--- src/design/drc_pkg.sv ---
`timescale 1ns / 1ps

package drc_pkg;

  // Field widths of the request and result items.
  localparam int unsigned MAC_W       = 48;
  localparam int unsigned TYPE_W      = 8;
  localparam int unsigned XID_W       = 16;
  localparam int unsigned HANDLE_IO_W = 16;
  localparam int unsigned TIME_W      = 63;
  localparam int unsigned RND_W       = 32;
  localparam int unsigned SLOT_W      = 4;

  // Configuration registers.
  localparam int unsigned CSIZE_W    = 5;
  localparam int unsigned TTL_W      = 32;
  localparam int unsigned CFG_DATA_W = 32;
  localparam int unsigned CFG_IDX_W  = 1;

  localparam logic [CFG_IDX_W-1:0] REG_CACHE_SIZE = 1'b0;
  localparam logic [CFG_IDX_W-1:0] REG_TTL        = 1'b1;

  localparam int unsigned          DEFAULT_SIZE = 8;
  localparam logic [CSIZE_W-1:0]   RESET_CSIZE  = 5'd8;
  localparam logic [TTL_W-1:0]     RESET_TTL    = 32'd5000000;

  // Remainder unit: random word consumed a few bits per cycle.
  localparam int unsigned RDX_BITS  = 4;
  localparam int unsigned RDX_STEPS = RND_W / RDX_BITS;
  localparam int unsigned RDX_CNT_W = $clog2(RDX_STEPS);

  // Request payload, last declared field in the lowest bits.
  typedef struct packed {
    logic                   pad;
    logic [RND_W-1:0]       random_value;
    logic [TIME_W-1:0]      now_us;
    logic [HANDLE_IO_W-1:0] response_handle;
    logic [XID_W-1:0]       xid;
    logic [TYPE_W-1:0]      msg_type;
    logic [MAC_W-1:0]       src_mac;
  } req_data_t;

  // Result payload, last declared field in the lowest bits.
  typedef struct packed {
    logic [3:0]             pad;
    logic [HANDLE_IO_W-1:0] handle_out;
    logic [SLOT_W-1:0]      slot;
  } rsp_data_t;

  // Commands from the controller to the datapath.
  typedef struct packed {
    logic load;    // capture a new request, read entry 0
    logic step;    // advance to the next entry
    logic clear;   // drop the current entry (lookup found it dead)
    logic decide;  // latch the outcome of the walk
    logic commit;  // write the entry on a store, load the result register
  } cmd_t;

  // Status from the datapath to the controller.
  typedef struct packed {
    logic mode;       // 1 = store
    logic at_end;     // walk ran past the active entries
    logic dead;       // current entry unused or expired
    logic match;      // current entry keys equal the request keys
    logic tgt_ready;  // write target known
    logic out_free;   // result register can take a new result
  } sts_t;

endpackage

--- src/design/drc_ctrl.sv ---
`timescale 1ns / 1ps

module drc_ctrl (
  input  logic          clk_i,
  input  logic          rst_ni,
  input  logic          in_valid_i,
  output logic          in_ready_o,
  input  drc_pkg::sts_t sts_i,
  output drc_pkg::cmd_t cmd_o
);

  typedef enum logic [1:0] {
    ST_IDLE,
    ST_SCAN,
    ST_FINISH
  } state_e;

  state_e state_q, state_d;

  // Next state and commands.
  always_comb begin
    state_d    = state_q;
    in_ready_o = 1'b0;
    cmd_o      = '0;
    unique case (state_q)
      ST_IDLE: begin
        in_ready_o = 1'b1;
        if (in_valid_i) begin
          cmd_o.load = 1'b1;
          state_d    = ST_SCAN;
        end
      end
      ST_SCAN: begin
        if (sts_i.at_end) begin
          cmd_o.decide = 1'b1;
          state_d      = ST_FINISH;
        end else if (sts_i.dead) begin
          if (sts_i.mode) begin
            // A store takes the first free or expired entry.
            cmd_o.decide = 1'b1;
            state_d      = ST_FINISH;
          end else begin
            cmd_o.clear = 1'b1;
            cmd_o.step  = 1'b1;
          end
        end else if (!sts_i.mode && sts_i.match) begin
          cmd_o.decide = 1'b1;
          state_d      = ST_FINISH;
        end else begin
          cmd_o.step = 1'b1;
        end
      end
      ST_FINISH: begin
        if (sts_i.out_free && sts_i.tgt_ready) begin
          cmd_o.commit = 1'b1;
          state_d      = ST_IDLE;
        end
      end
      default: state_d = ST_IDLE;
    endcase
  end

  // State register.
  always_ff @(posedge clk_i or negedge rst_ni) begin
    if (!rst_ni) begin
      state_q <= ST_IDLE;
    end else begin
      state_q <= state_d;
    end
  end

endmodule

--- src/design/drc_dp.sv ---
`timescale 1ns / 1ps

module drc_dp #(
  parameter int unsigned ENTRIES     = 16,
  parameter int unsigned HANDLE_BITS = 16
) (
  input  logic                                clk_i,
  input  logic                                rst_ni,
  input  drc_pkg::cmd_t                       cmd_i,
  output drc_pkg::sts_t                       sts_o,
  input  logic                                req_mode_i,
  input  drc_pkg::req_data_t                  req_data_i,
  input  logic                                cfg_we_i,
  input  logic [drc_pkg::CFG_IDX_W-1:0]       cfg_idx_i,
  input  logic [drc_pkg::CFG_DATA_W-1:0]      cfg_wdata_i,
  input  logic                                out_ready_i,
  output logic                                out_valid_o,
  output logic                                out_hit_o,
  output drc_pkg::rsp_data_t                  out_data_o
);

  localparam int unsigned IDX_W    = (ENTRIES > 1) ? $clog2(ENTRIES) : 1;
  localparam int unsigned CNT_W    = $clog2(ENTRIES + 1);
  localparam int unsigned REM_W    = CNT_W + 1;
  localparam int unsigned DEF_SIZE =
    (ENTRIES < drc_pkg::DEFAULT_SIZE) ? ENTRIES : drc_pkg::DEFAULT_SIZE;
  localparam int unsigned SLOT_W   = drc_pkg::SLOT_W;
  localparam int unsigned HO_W     = drc_pkg::HANDLE_IO_W;
  localparam int unsigned TIME_W   = drc_pkg::TIME_W;
  localparam int unsigned RND_W    = drc_pkg::RND_W;

  typedef struct packed {
    logic [drc_pkg::MAC_W-1:0]  mac;
    logic [drc_pkg::TYPE_W-1:0] msg_type;
    logic [drc_pkg::XID_W-1:0]  xid;
    logic [TIME_W-1:0]          expiry;
    logic [HANDLE_BITS-1:0]     handle;
  } entry_t;

  // Configuration registers.
  logic [drc_pkg::CSIZE_W-1:0] csize_q;
  logic [drc_pkg::TTL_W-1:0]   ttl_q;
  logic [CNT_W-1:0]            size;

  // Request registers.
  logic                       mode_q;
  logic [drc_pkg::MAC_W-1:0]  mac_q;
  logic [drc_pkg::TYPE_W-1:0] type_q;
  logic [drc_pkg::XID_W-1:0]  xid_q;
  logic [HANDLE_BITS-1:0]     handle_q;
  logic [TIME_W-1:0]          now_q;

  // Walk state and entry storage.
  entry_t                     mem [ENTRIES];
  entry_t                     rd_q;
  entry_t                     wr_entry;
  logic [ENTRIES-1:0]         valid_q;
  logic [CNT_W-1:0]           chk_q;
  logic [CNT_W-1:0]           nxt_idx;
  logic                       rd_en;
  logic [IDX_W-1:0]           idx;
  logic                       at_end;
  logic                       dead;
  logic                       match;

  // Outcome of the walk.
  logic                       hit_q;
  logic [IDX_W-1:0]           tgt_q;
  logic                       use_rem_q;
  logic [IDX_W-1:0]           wr_idx;
  logic [IDX_W-1:0]           slot_idx;
  logic [TIME_W:0]            exp_sum;
  logic [TIME_W-1:0]          expiry;

  // Remainder unit.
  logic [RND_W-1:0]                  rnd_q;
  logic [CNT_W-1:0]                  rem_q;
  logic [CNT_W-1:0]                  rem_d;
  logic [drc_pkg::RDX_CNT_W-1:0]     rdx_cnt_q;
  logic                              rdx_busy_q;

  // Result register.
  logic                       out_valid_q;
  logic                       out_hit_q;
  drc_pkg::rsp_data_t         out_data_q;

  // Configuration writes.
  always_ff @(posedge clk_i or negedge rst_ni) begin
    if (!rst_ni) begin
      csize_q <= drc_pkg::RESET_CSIZE;
      ttl_q   <= drc_pkg::RESET_TTL;
    end else if (cfg_we_i) begin
      unique case (cfg_idx_i)
        drc_pkg::REG_CACHE_SIZE: csize_q <= cfg_wdata_i[drc_pkg::CSIZE_W-1:0];
        drc_pkg::REG_TTL:        ttl_q   <= cfg_wdata_i[drc_pkg::TTL_W-1:0];
        default: ;
      endcase
    end
  end

  // Active size: zero or beyond the table selects the default.
  always_comb begin
    if (csize_q == '0 || 32'(csize_q) > ENTRIES) begin
      size = CNT_W'(DEF_SIZE);
    end else begin
      size = CNT_W'(csize_q);
    end
  end

  // Capture the request.
  always_ff @(posedge clk_i) begin
    if (cmd_i.load) begin
      mode_q   <= req_mode_i;
      mac_q    <= req_data_i.src_mac;
      type_q   <= req_data_i.msg_type;
      xid_q    <= req_data_i.xid;
      handle_q <= HANDLE_BITS'(req_data_i.response_handle);
      now_q    <= req_data_i.now_us;
    end
  end

  // Walk counter: the read of the next entry goes out with each step.
  assign nxt_idx = cmd_i.load ? '0 : chk_q + 1'b1;
  assign rd_en   = (cmd_i.load || cmd_i.step) && (32'(nxt_idx) < ENTRIES);

  always_ff @(posedge clk_i or negedge rst_ni) begin
    if (!rst_ni) begin
      chk_q <= '0;
    end else if (cmd_i.load || cmd_i.step) begin
      chk_q <= nxt_idx;
    end
  end

  // Entry memory: one read port, one write port, registered read data.
  always_ff @(posedge clk_i) begin
    if (rd_en) begin
      rd_q <= mem[nxt_idx[IDX_W-1:0]];
    end
    if (cmd_i.commit && mode_q) begin
      mem[wr_idx] <= wr_entry;
    end
  end

  // Checks on the current entry.
  assign idx    = chk_q[IDX_W-1:0];
  assign at_end = (chk_q >= size);
  assign dead   = !valid_q[idx] || (rd_q.expiry < now_q);
  assign match  = (rd_q.mac == mac_q) && (rd_q.msg_type == type_q) && (rd_q.xid == xid_q);

  // Valid bits: cleared by a lookup that passes a dead entry, set by a store.
  always_ff @(posedge clk_i or negedge rst_ni) begin
    if (!rst_ni) begin
      valid_q <= '0;
    end else begin
      if (cmd_i.clear) begin
        valid_q[idx] <= 1'b0;
      end
      if (cmd_i.commit && mode_q) begin
        valid_q[wr_idx] <= 1'b1;
      end
    end
  end

  // Outcome of the walk.
  always_ff @(posedge clk_i or negedge rst_ni) begin
    if (!rst_ni) begin
      hit_q     <= 1'b0;
      tgt_q     <= '0;
      use_rem_q <= 1'b0;
    end else if (cmd_i.decide) begin
      hit_q     <= !mode_q && !at_end && !dead && match;
      tgt_q     <= idx;
      use_rem_q <= at_end;
    end
  end

  // Remainder of the random word by the active size, a few bits per cycle.
  always_comb begin
    logic [REM_W-1:0] t;
    logic [CNT_W-1:0] r;
    r = rem_q;
    for (int j = 0; j < drc_pkg::RDX_BITS; j++) begin
      t = {r, rnd_q[RND_W-1-j]};
      if (t >= {1'b0, size}) begin
        t = t - {1'b0, size};
      end
      r = t[CNT_W-1:0];
    end
    rem_d = r;
  end

  always_ff @(posedge clk_i or negedge rst_ni) begin
    if (!rst_ni) begin
      rdx_busy_q <= 1'b0;
      rdx_cnt_q  <= '0;
      rem_q      <= '0;
      rnd_q      <= '0;
    end else if (cmd_i.load) begin
      rdx_busy_q <= 1'b1;
      rdx_cnt_q  <= drc_pkg::RDX_CNT_W'(drc_pkg::RDX_STEPS - 1);
      rem_q      <= '0;
      rnd_q      <= req_data_i.random_value;
    end else if (rdx_busy_q) begin
      rem_q <= rem_d;
      rnd_q <= rnd_q << drc_pkg::RDX_BITS;
      if (rdx_cnt_q == '0) begin
        rdx_busy_q <= 1'b0;
      end else begin
        rdx_cnt_q <= rdx_cnt_q - 1'b1;
      end
    end
  end

  // Store target and new entry; the expiry saturates at the top of its range.
  assign wr_idx  = use_rem_q ? rem_q[IDX_W-1:0] : tgt_q;
  assign exp_sum = {1'b0, now_q} + (TIME_W + 1)'(ttl_q);
  assign expiry  = exp_sum[TIME_W] ? '1 : exp_sum[TIME_W-1:0];

  always_comb begin
    wr_entry.mac      = mac_q;
    wr_entry.msg_type = type_q;
    wr_entry.xid      = xid_q;
    wr_entry.expiry   = expiry;
    wr_entry.handle   = handle_q;
  end

  // Result register.
  assign slot_idx = mode_q ? wr_idx : (hit_q ? tgt_q : '0);

  always_ff @(posedge clk_i or negedge rst_ni) begin
    if (!rst_ni) begin
      out_valid_q <= 1'b0;
    end else if (cmd_i.commit) begin
      out_valid_q <= 1'b1;
    end else if (out_ready_i) begin
      out_valid_q <= 1'b0;
    end
  end

  always_ff @(posedge clk_i) begin
    if (cmd_i.commit) begin
      out_hit_q             <= hit_q && !mode_q;
      out_data_q.pad        <= '0;
      out_data_q.slot       <= SLOT_W'(slot_idx);
      out_data_q.handle_out <= (hit_q && !mode_q) ? HO_W'(rd_q.handle) : '0;
    end
  end

  assign out_valid_o = out_valid_q;
  assign out_hit_o   = out_hit_q;
  assign out_data_o  = out_data_q;

  // Status toward the controller.
  always_comb begin
    sts_o.mode      = mode_q;
    sts_o.at_end    = at_end;
    sts_o.dead      = dead;
    sts_o.match     = match;
    sts_o.tgt_ready = !(mode_q && use_rem_q) || !rdx_busy_q;
    sts_o.out_free  = !out_valid_q || out_ready_i;
  end

endmodule

--- src/design/duplicate_request_cache.sv ---
// The walk reads one entry per cycle through the single registered memory
// read port. A store into a full table also waits for the remainder unit.
// Requests are taken one at a time; the next is taken in the cycle after commit.
// Reset: valid bits clear, cache_size = 8, ttl_us = 5000000; entry data kept.
`timescale 1ns / 1ps

module duplicate_request_cache #(
  parameter int unsigned ENTRIES     = 16,
  parameter int unsigned HANDLE_BITS = 16
) (
  input  logic                            clk_i,
  input  logic                            rst_ni,
  // Request stream.
  input  logic                            s_axis_tvalid,
  output logic                            s_axis_tready,
  // src_mac, msg_type, xid, response_handle, now_us, random_value, zero pad
  input  drc_pkg::req_data_t              s_axis_tdata,
  // mode
  input  logic                            s_axis_tuser,
  // Result stream.
  output logic                            m_axis_tvalid,
  input  logic                            m_axis_tready,
  // slot, handle_out, zero pad
  output drc_pkg::rsp_data_t              m_axis_tdata,
  // hit
  output logic                            m_axis_tuser,
  // Configuration write port.
  input  logic                            cfg_we_i,
  input  logic [drc_pkg::CFG_IDX_W-1:0]   cfg_idx_i,
  input  logic [drc_pkg::CFG_DATA_W-1:0]  cfg_wdata_i
);

  drc_pkg::cmd_t cmd;
  drc_pkg::sts_t sts;

  // Sequencer for the entry walk.
  drc_ctrl u_ctrl (
    .clk_i      (clk_i),
    .rst_ni     (rst_ni),
    .in_valid_i (s_axis_tvalid),
    .in_ready_o (s_axis_tready),
    .sts_i      (sts),
    .cmd_o      (cmd)
  );

  // Entry storage, compare, remainder unit and result register.
  drc_dp #(
    .ENTRIES     (ENTRIES),
    .HANDLE_BITS (HANDLE_BITS)
  ) u_dp (
    .clk_i       (clk_i),
    .rst_ni      (rst_ni),
    .cmd_i       (cmd),
    .sts_o       (sts),
    .req_mode_i  (s_axis_tuser),
    .req_data_i  (s_axis_tdata),
    .cfg_we_i    (cfg_we_i),
    .cfg_idx_i   (cfg_idx_i),
    .cfg_wdata_i (cfg_wdata_i),
    .out_ready_i (m_axis_tready),
    .out_valid_o (m_axis_tvalid),
    .out_hit_o   (m_axis_tuser),
    .out_data_o  (m_axis_tdata)
  );

endmodule

--- config.mk ---
export PLATFORM = sky130hd
export DESIGN_NAME = duplicate_request_cache
export DESIGN_NICKNAME = d
export VERILOG_FILES = /design/src/design/drc_pkg.sv /design/src/design/drc_ctrl.sv /design/src/design/drc_dp.sv /design/src/design/duplicate_request_cache.sv
export SDC_FILE = /design/constraint.sdc
export NUM_CORES = 2
export LEC_CHECK = 0
export ABC_AREA = 1
export BUFFER_PORTS_ARGS = -buffer_cell sky130_fd_sc_hd__buf_2
export CAP_MARGIN = 25
export CELL_PAD_IN_SITES_DETAIL_PLACEMENT = 1
export CELL_PAD_IN_SITES_GLOBAL_PLACEMENT = 1
export CORE_ASPECT_RATIO = 1.5
export CORE_MARGIN = 5
export CORE_UTILIZATION = 36
export DETAILED_ROUTE_END_ITERATION = 10
export PLACE_DENSITY = 0.69
export SLEW_MARGIN = 0
export SYNTH_ARGS = -nofsm -noshare
export SYNTH_HDL_FRONTEND = slang
export SYNTH_SLANG_ARGS = --single-unit
--- constraint.sdc ---
create_clock -name clk_i -period 14.82 [get_ports clk_i]
set_input_delay 1.482 -clock clk_i [delete_from_list [all_inputs] [get_ports clk_i]]
set_output_delay 1.482 -clock clk_i [all_outputs]
set_load 0.005 [all_outputs]
==> impl_metrics.py <==
metrics = {
    "worst_setup_path": {
        "crit_start": "u_dp.csize_q[1]",
        "timing.rr.start": "u_dp.csize_q[1]",
        "arrival_ns": 8.87,
        "cp_max_fo": 10,
        "worst_setup_path_start_kind": "flip-flop",
        "critPathMaxStageDelay_ns": 0.63,
        "worstSetupPathType": "flip-flop to flip-flop",
        "cp_slowest_cell": "a211oi_1",
        "r2r_slack_ns": 6.76,
        "cp_data_required_time_ns": 15.62,
        "cpMostUsedCell": "nand2_1",
        "endpoint_kind": "flip-flop",
    },
    "yosys": {
        "yosys.area_share.adder": 0.0145,
        "synthSimpleGateAreaFrac": 0.0704,
        "ys_warn_count": 0,
        "synth_top_family_by_area": "compound AO/OA/AOI/OAI gates",
        "synthArstFlopShare": 0.0379,
        "synth_edf_count": 2740,
        "synth_compound_area_frac": 0.132,
        "postSynthAreaPerCell_um2": 13.6,
        "netlist-cell-type-count": 63,
        "synth_mux_area_frac": 0.00266,
        "synthCells": 8415,
        "yosys_register_bits": 2848,
        "synth-seq-area-share": 0.744,
        "netlist_area_um2": 114000,
        "synth_flop_cell": "edfxtp_1",
        "yosys.area_share.xor_xnor": 0.00506,
    },
    "sta": {
        "period_needed_ns": 8.06,
        "finalMaxSlewViolations": 0,
        "fin_hold_ws_ns": 0.488,
        "fmax_mhz": 124,
        "setup_viol": 0,
        "finalCritPeriodShare": 0.544,
        "final_hold_viol_count": 0,
        "rsz0062_at_grt": "false",
        "clock_skew_ns": 0.0619,
        "setup_tns_ns": 0,
        "max_slew_margin": 0.158,
        "tightest_slew_ns": 1.26,
    },
    "die": {
        "die-area_um2": 329000,
        "die_w_um": 470,
        "rows": 253,
        "start_util": 0.361,
        "io_pins": 250,
        "core_area_um2": 316000,
        "die_y_um": 700,
    },
    "pwr": {
        "p_leak_nw": 42.7,
        "peakVddDrop_v": 0.000277,
        "power_density_nw_per_um2": 211,
    },
    "routing": {
        "ant_nets": 0,
        "wl_per_cell_um": 28.3,
        "route.detailed.drc": 0,
        "drt_wl_total_um": 366000,
        "drt_iter0_markers": 7203,
        "num_vias": 75200,
        "drt_pass1_iterations": 6,
        "viasPerCell": 5.80,
    },
    "clock_network": {
        "numCtsBuffers": 281,
        "root_buffer": "clkbuf_16",
        "numClockSinks": 2848,
        "htreeDepth": 5,
        "cts_tree": "done",
        "clock_latency_ns": 0.89,
        "path_clk_slew_ns": 0.07,
        "hold_buffers": 0,
        "postCtsSetupBuffers": 0,
        "cts.repair.resized": 0,
        "clock_path_buffers": 4,
    },
    "global_routing": {
        "grt_max_degree": 244,
        "grt-ovfl-total": 0,
        "antenna_found_initial": 30,
        "grt_pass1_wl_um": 532000,
        "track_usage": 0.214,
        "grt_pass1_vias": 79800,
    },
    "cells_and_area": {
        "fin_nets": 8885,
        "drive_above_1_share": 0.0991,
        "syn2layout_area_growth_pct": 12.8,
    },
    "placement": {
        "place_hpwl_um": 198000,
        "port_buffers": 244,
        "globalplace.congestion": 0.894,
    },
    "run": {
        "drv_cap": 0,
    },
    "status": {
        "status": "complete, no violations",
    },
    "hold_path": {
        "min_from": "u_dp.valid_q[15]",
        "holdCritPathClass": "flip-flop to flip-flop",
    },
}
layer usage:
layer	global-route usage	vias to the layer above	wire length, um
met3	0.0300	713	23600
met2	0.372	2936	181000
met1	0.267	39400	144000
met5	0	-	50
met4	0.0926	10	17700
li1	-	32100	-
kinds of logic (layout without fill, tap and decap cells):
logic type / Yosys count / after routing
muxes: 27 / 27
AOI/OAI and AO/OA: 2481 / 2481
adders and majority gates: 129 / 129
buffers and inverters: 873 / 1204
DFF: 2848 / 2848
xor gates and xnor gates: 66 / 66
other: 1 / 11
and+or+nand+nor: 1990 / 1990
flip-flops by register name (all words and copies together) (netlist names), 20 cells and up:
name             flops
u_dp.ttl_q          32
u_dp.out_data_o     20
u_dp.mem          2416
u_dp.now_q          63
u_dp.rd_q          151
u_dp.mac_q          48
u_dp.rnd_q          32
critical path, delay by kind of cell, from the launching register on:
| kind | cells | cell delay (ns) |
|---|---|---|
| DFF | 1 | 0.40 |
| buffers and inverters | 5 | 0.40 |
| AOI/OAI and AO/OA | 11 | 2.52 |
| and+or+nand+nor | 17 | 2.53 |
| adders and majority gates | 6 | 2.13 |
through the flow:
| stage | power (W) | instance area (um2) | cells | utilization | setup slack (ns) |
|---|---|---|---|---|---|
| floorplan | 0.0170 | 114000 | 8418 | - | 4.58 |
| global placement | 0.0198 | 120000 | 12400 | 0.379 | 6.53 |
| detailed placement | 0.0202 | 120000 | 12500 | 0.379 | 6.61 |
| CTS | 0.0273 | 129000 | 13000 | 0.407 | 6.58 |
| global route | 0.0286 | 129000 | 13000 | 0.407 | 5.94 |
| finish | 0.0272 | 129000 | 13000 | 0.408 | 6.76 |
final cells by class:
cell class,instances,area (um2)
antenna,7,17.5
clock buffer,347,7490
clock inverter,152,1410
fill,32400,187000
inverter,345,1340
multi-input combinational,4697,25800
sequential,2848,85000
tap,4207,5260
timing repair buffer,360,2530
layout by cell type (no fill, tap or decap), types with 11 or more instances in the layout:
master     synthesis  final
edfxtp_1        2740   2740
o22a_1            20     20
nand4_1           27     27
a221oi_1         266    266
buf_2            189    243
a21oi_1          463    461
nor2_4             2     18
buf_4             20     85
ha_1             124    124
o32ai_1           13     13
mux2_2            27     27
o221ai_1         110    110
clkinv_2           1     53
o211ai_1          57     57
o21ai_0          851    851
dfrtp_1           99     98
inv_1            338    337
clkbuf_16          0    291
xor2_1            32     32
inv_6              0     12
or2_2             17     17
nor2_1           750    734
or2_1             11     11
nand2_1          966    964
clkbuf_1         291     56
a22oi_1           92     92
nand3_1          138    138
nor3_1            27     27
o21ai_1           76     76
nor4_1            12     12
bufinv_16          0     25
o22ai_1          496    496
clkinv_1           2     52
xnor2_1           34     34
buf_12             0     27
where the power goes:
part | switching, W | total (W) | leakage (nW) | internal [W]
clock network | 0.00306 | 0.00710 | 4.37 | 0.00404
logic | 0.00677 | 0.00947 | 12.3 | 0.00270
registers | 0.000536 | 0.0107 | 26.1 | 0.0101
total | 0.0104 | 0.0272 | 42.7 | 0.0169
worst paths after layout:
check,endpoint,depth (start not counted)
min,u_dp.valid_q[15],2
max,u_dp.rem_q[4],39
min reg2reg,u_dp.valid_q[15],2
min in group asynchronous,u_dp.ttl_q[17],1
max in group asynchronous,u_dp.chk_q[0],2
max reg2reg,u_dp.rem_q[4],39
cells in the mapped netlist (3+ instances only):
cell / n / area, um2
dfstp_2: 9 / 236
a221oi_1: 266 / 2330
a21o_1: 9 / 67.6
and3_1: 3 / 18.8
buf_2: 189 / 946
clkbuf_1: 291 / 1090
a21oi_1: 463 / 2320
buf_4: 20 / 150
o32ai_1: 13 / 114
inv_2: 3 / 11.3
nor2_2: 5 / 31.3
nand4_1: 27 / 169
o221ai_1: 110 / 963
nand3b_1: 8 / 60.1
o21ai_1: 76 / 380
xnor2_1: 34 / 298
o21ai_0: 851 / 4260
fa_1: 5 / 100
nand3_1: 138 / 691
buf_1: 20 / 75.1
xor2_1: 32 / 280
o21bai_1: 6 / 45.0
o22ai_1: 496 / 3100
o22a_1: 20 / 175
a21boi_0: 5 / 37.5
nand2_1: 966 / 3630
dfrtp_1: 99 / 2480
mux2_2: 27 / 304
a22oi_1: 92 / 691
nor3_1: 27 / 135
nor2_1: 750 / 2820
or2_2: 17 / 106
nand2_4: 5 / 56.3
buf_6: 8 / 90.1
o211ai_1: 57 / 428
edfxtp_1: 2740 / 82300
nand2_2: 8 / 50.1
ha_1: 124 / 1550
or2_1: 11 / 68.8
inv_1: 338 / 1270
a31oi_1: 4 / 25.0
nor4_1: 12 / 75.1
nand3_2: 5 / 50.1
Note: power is estimated with default switching activity, not from simulation.
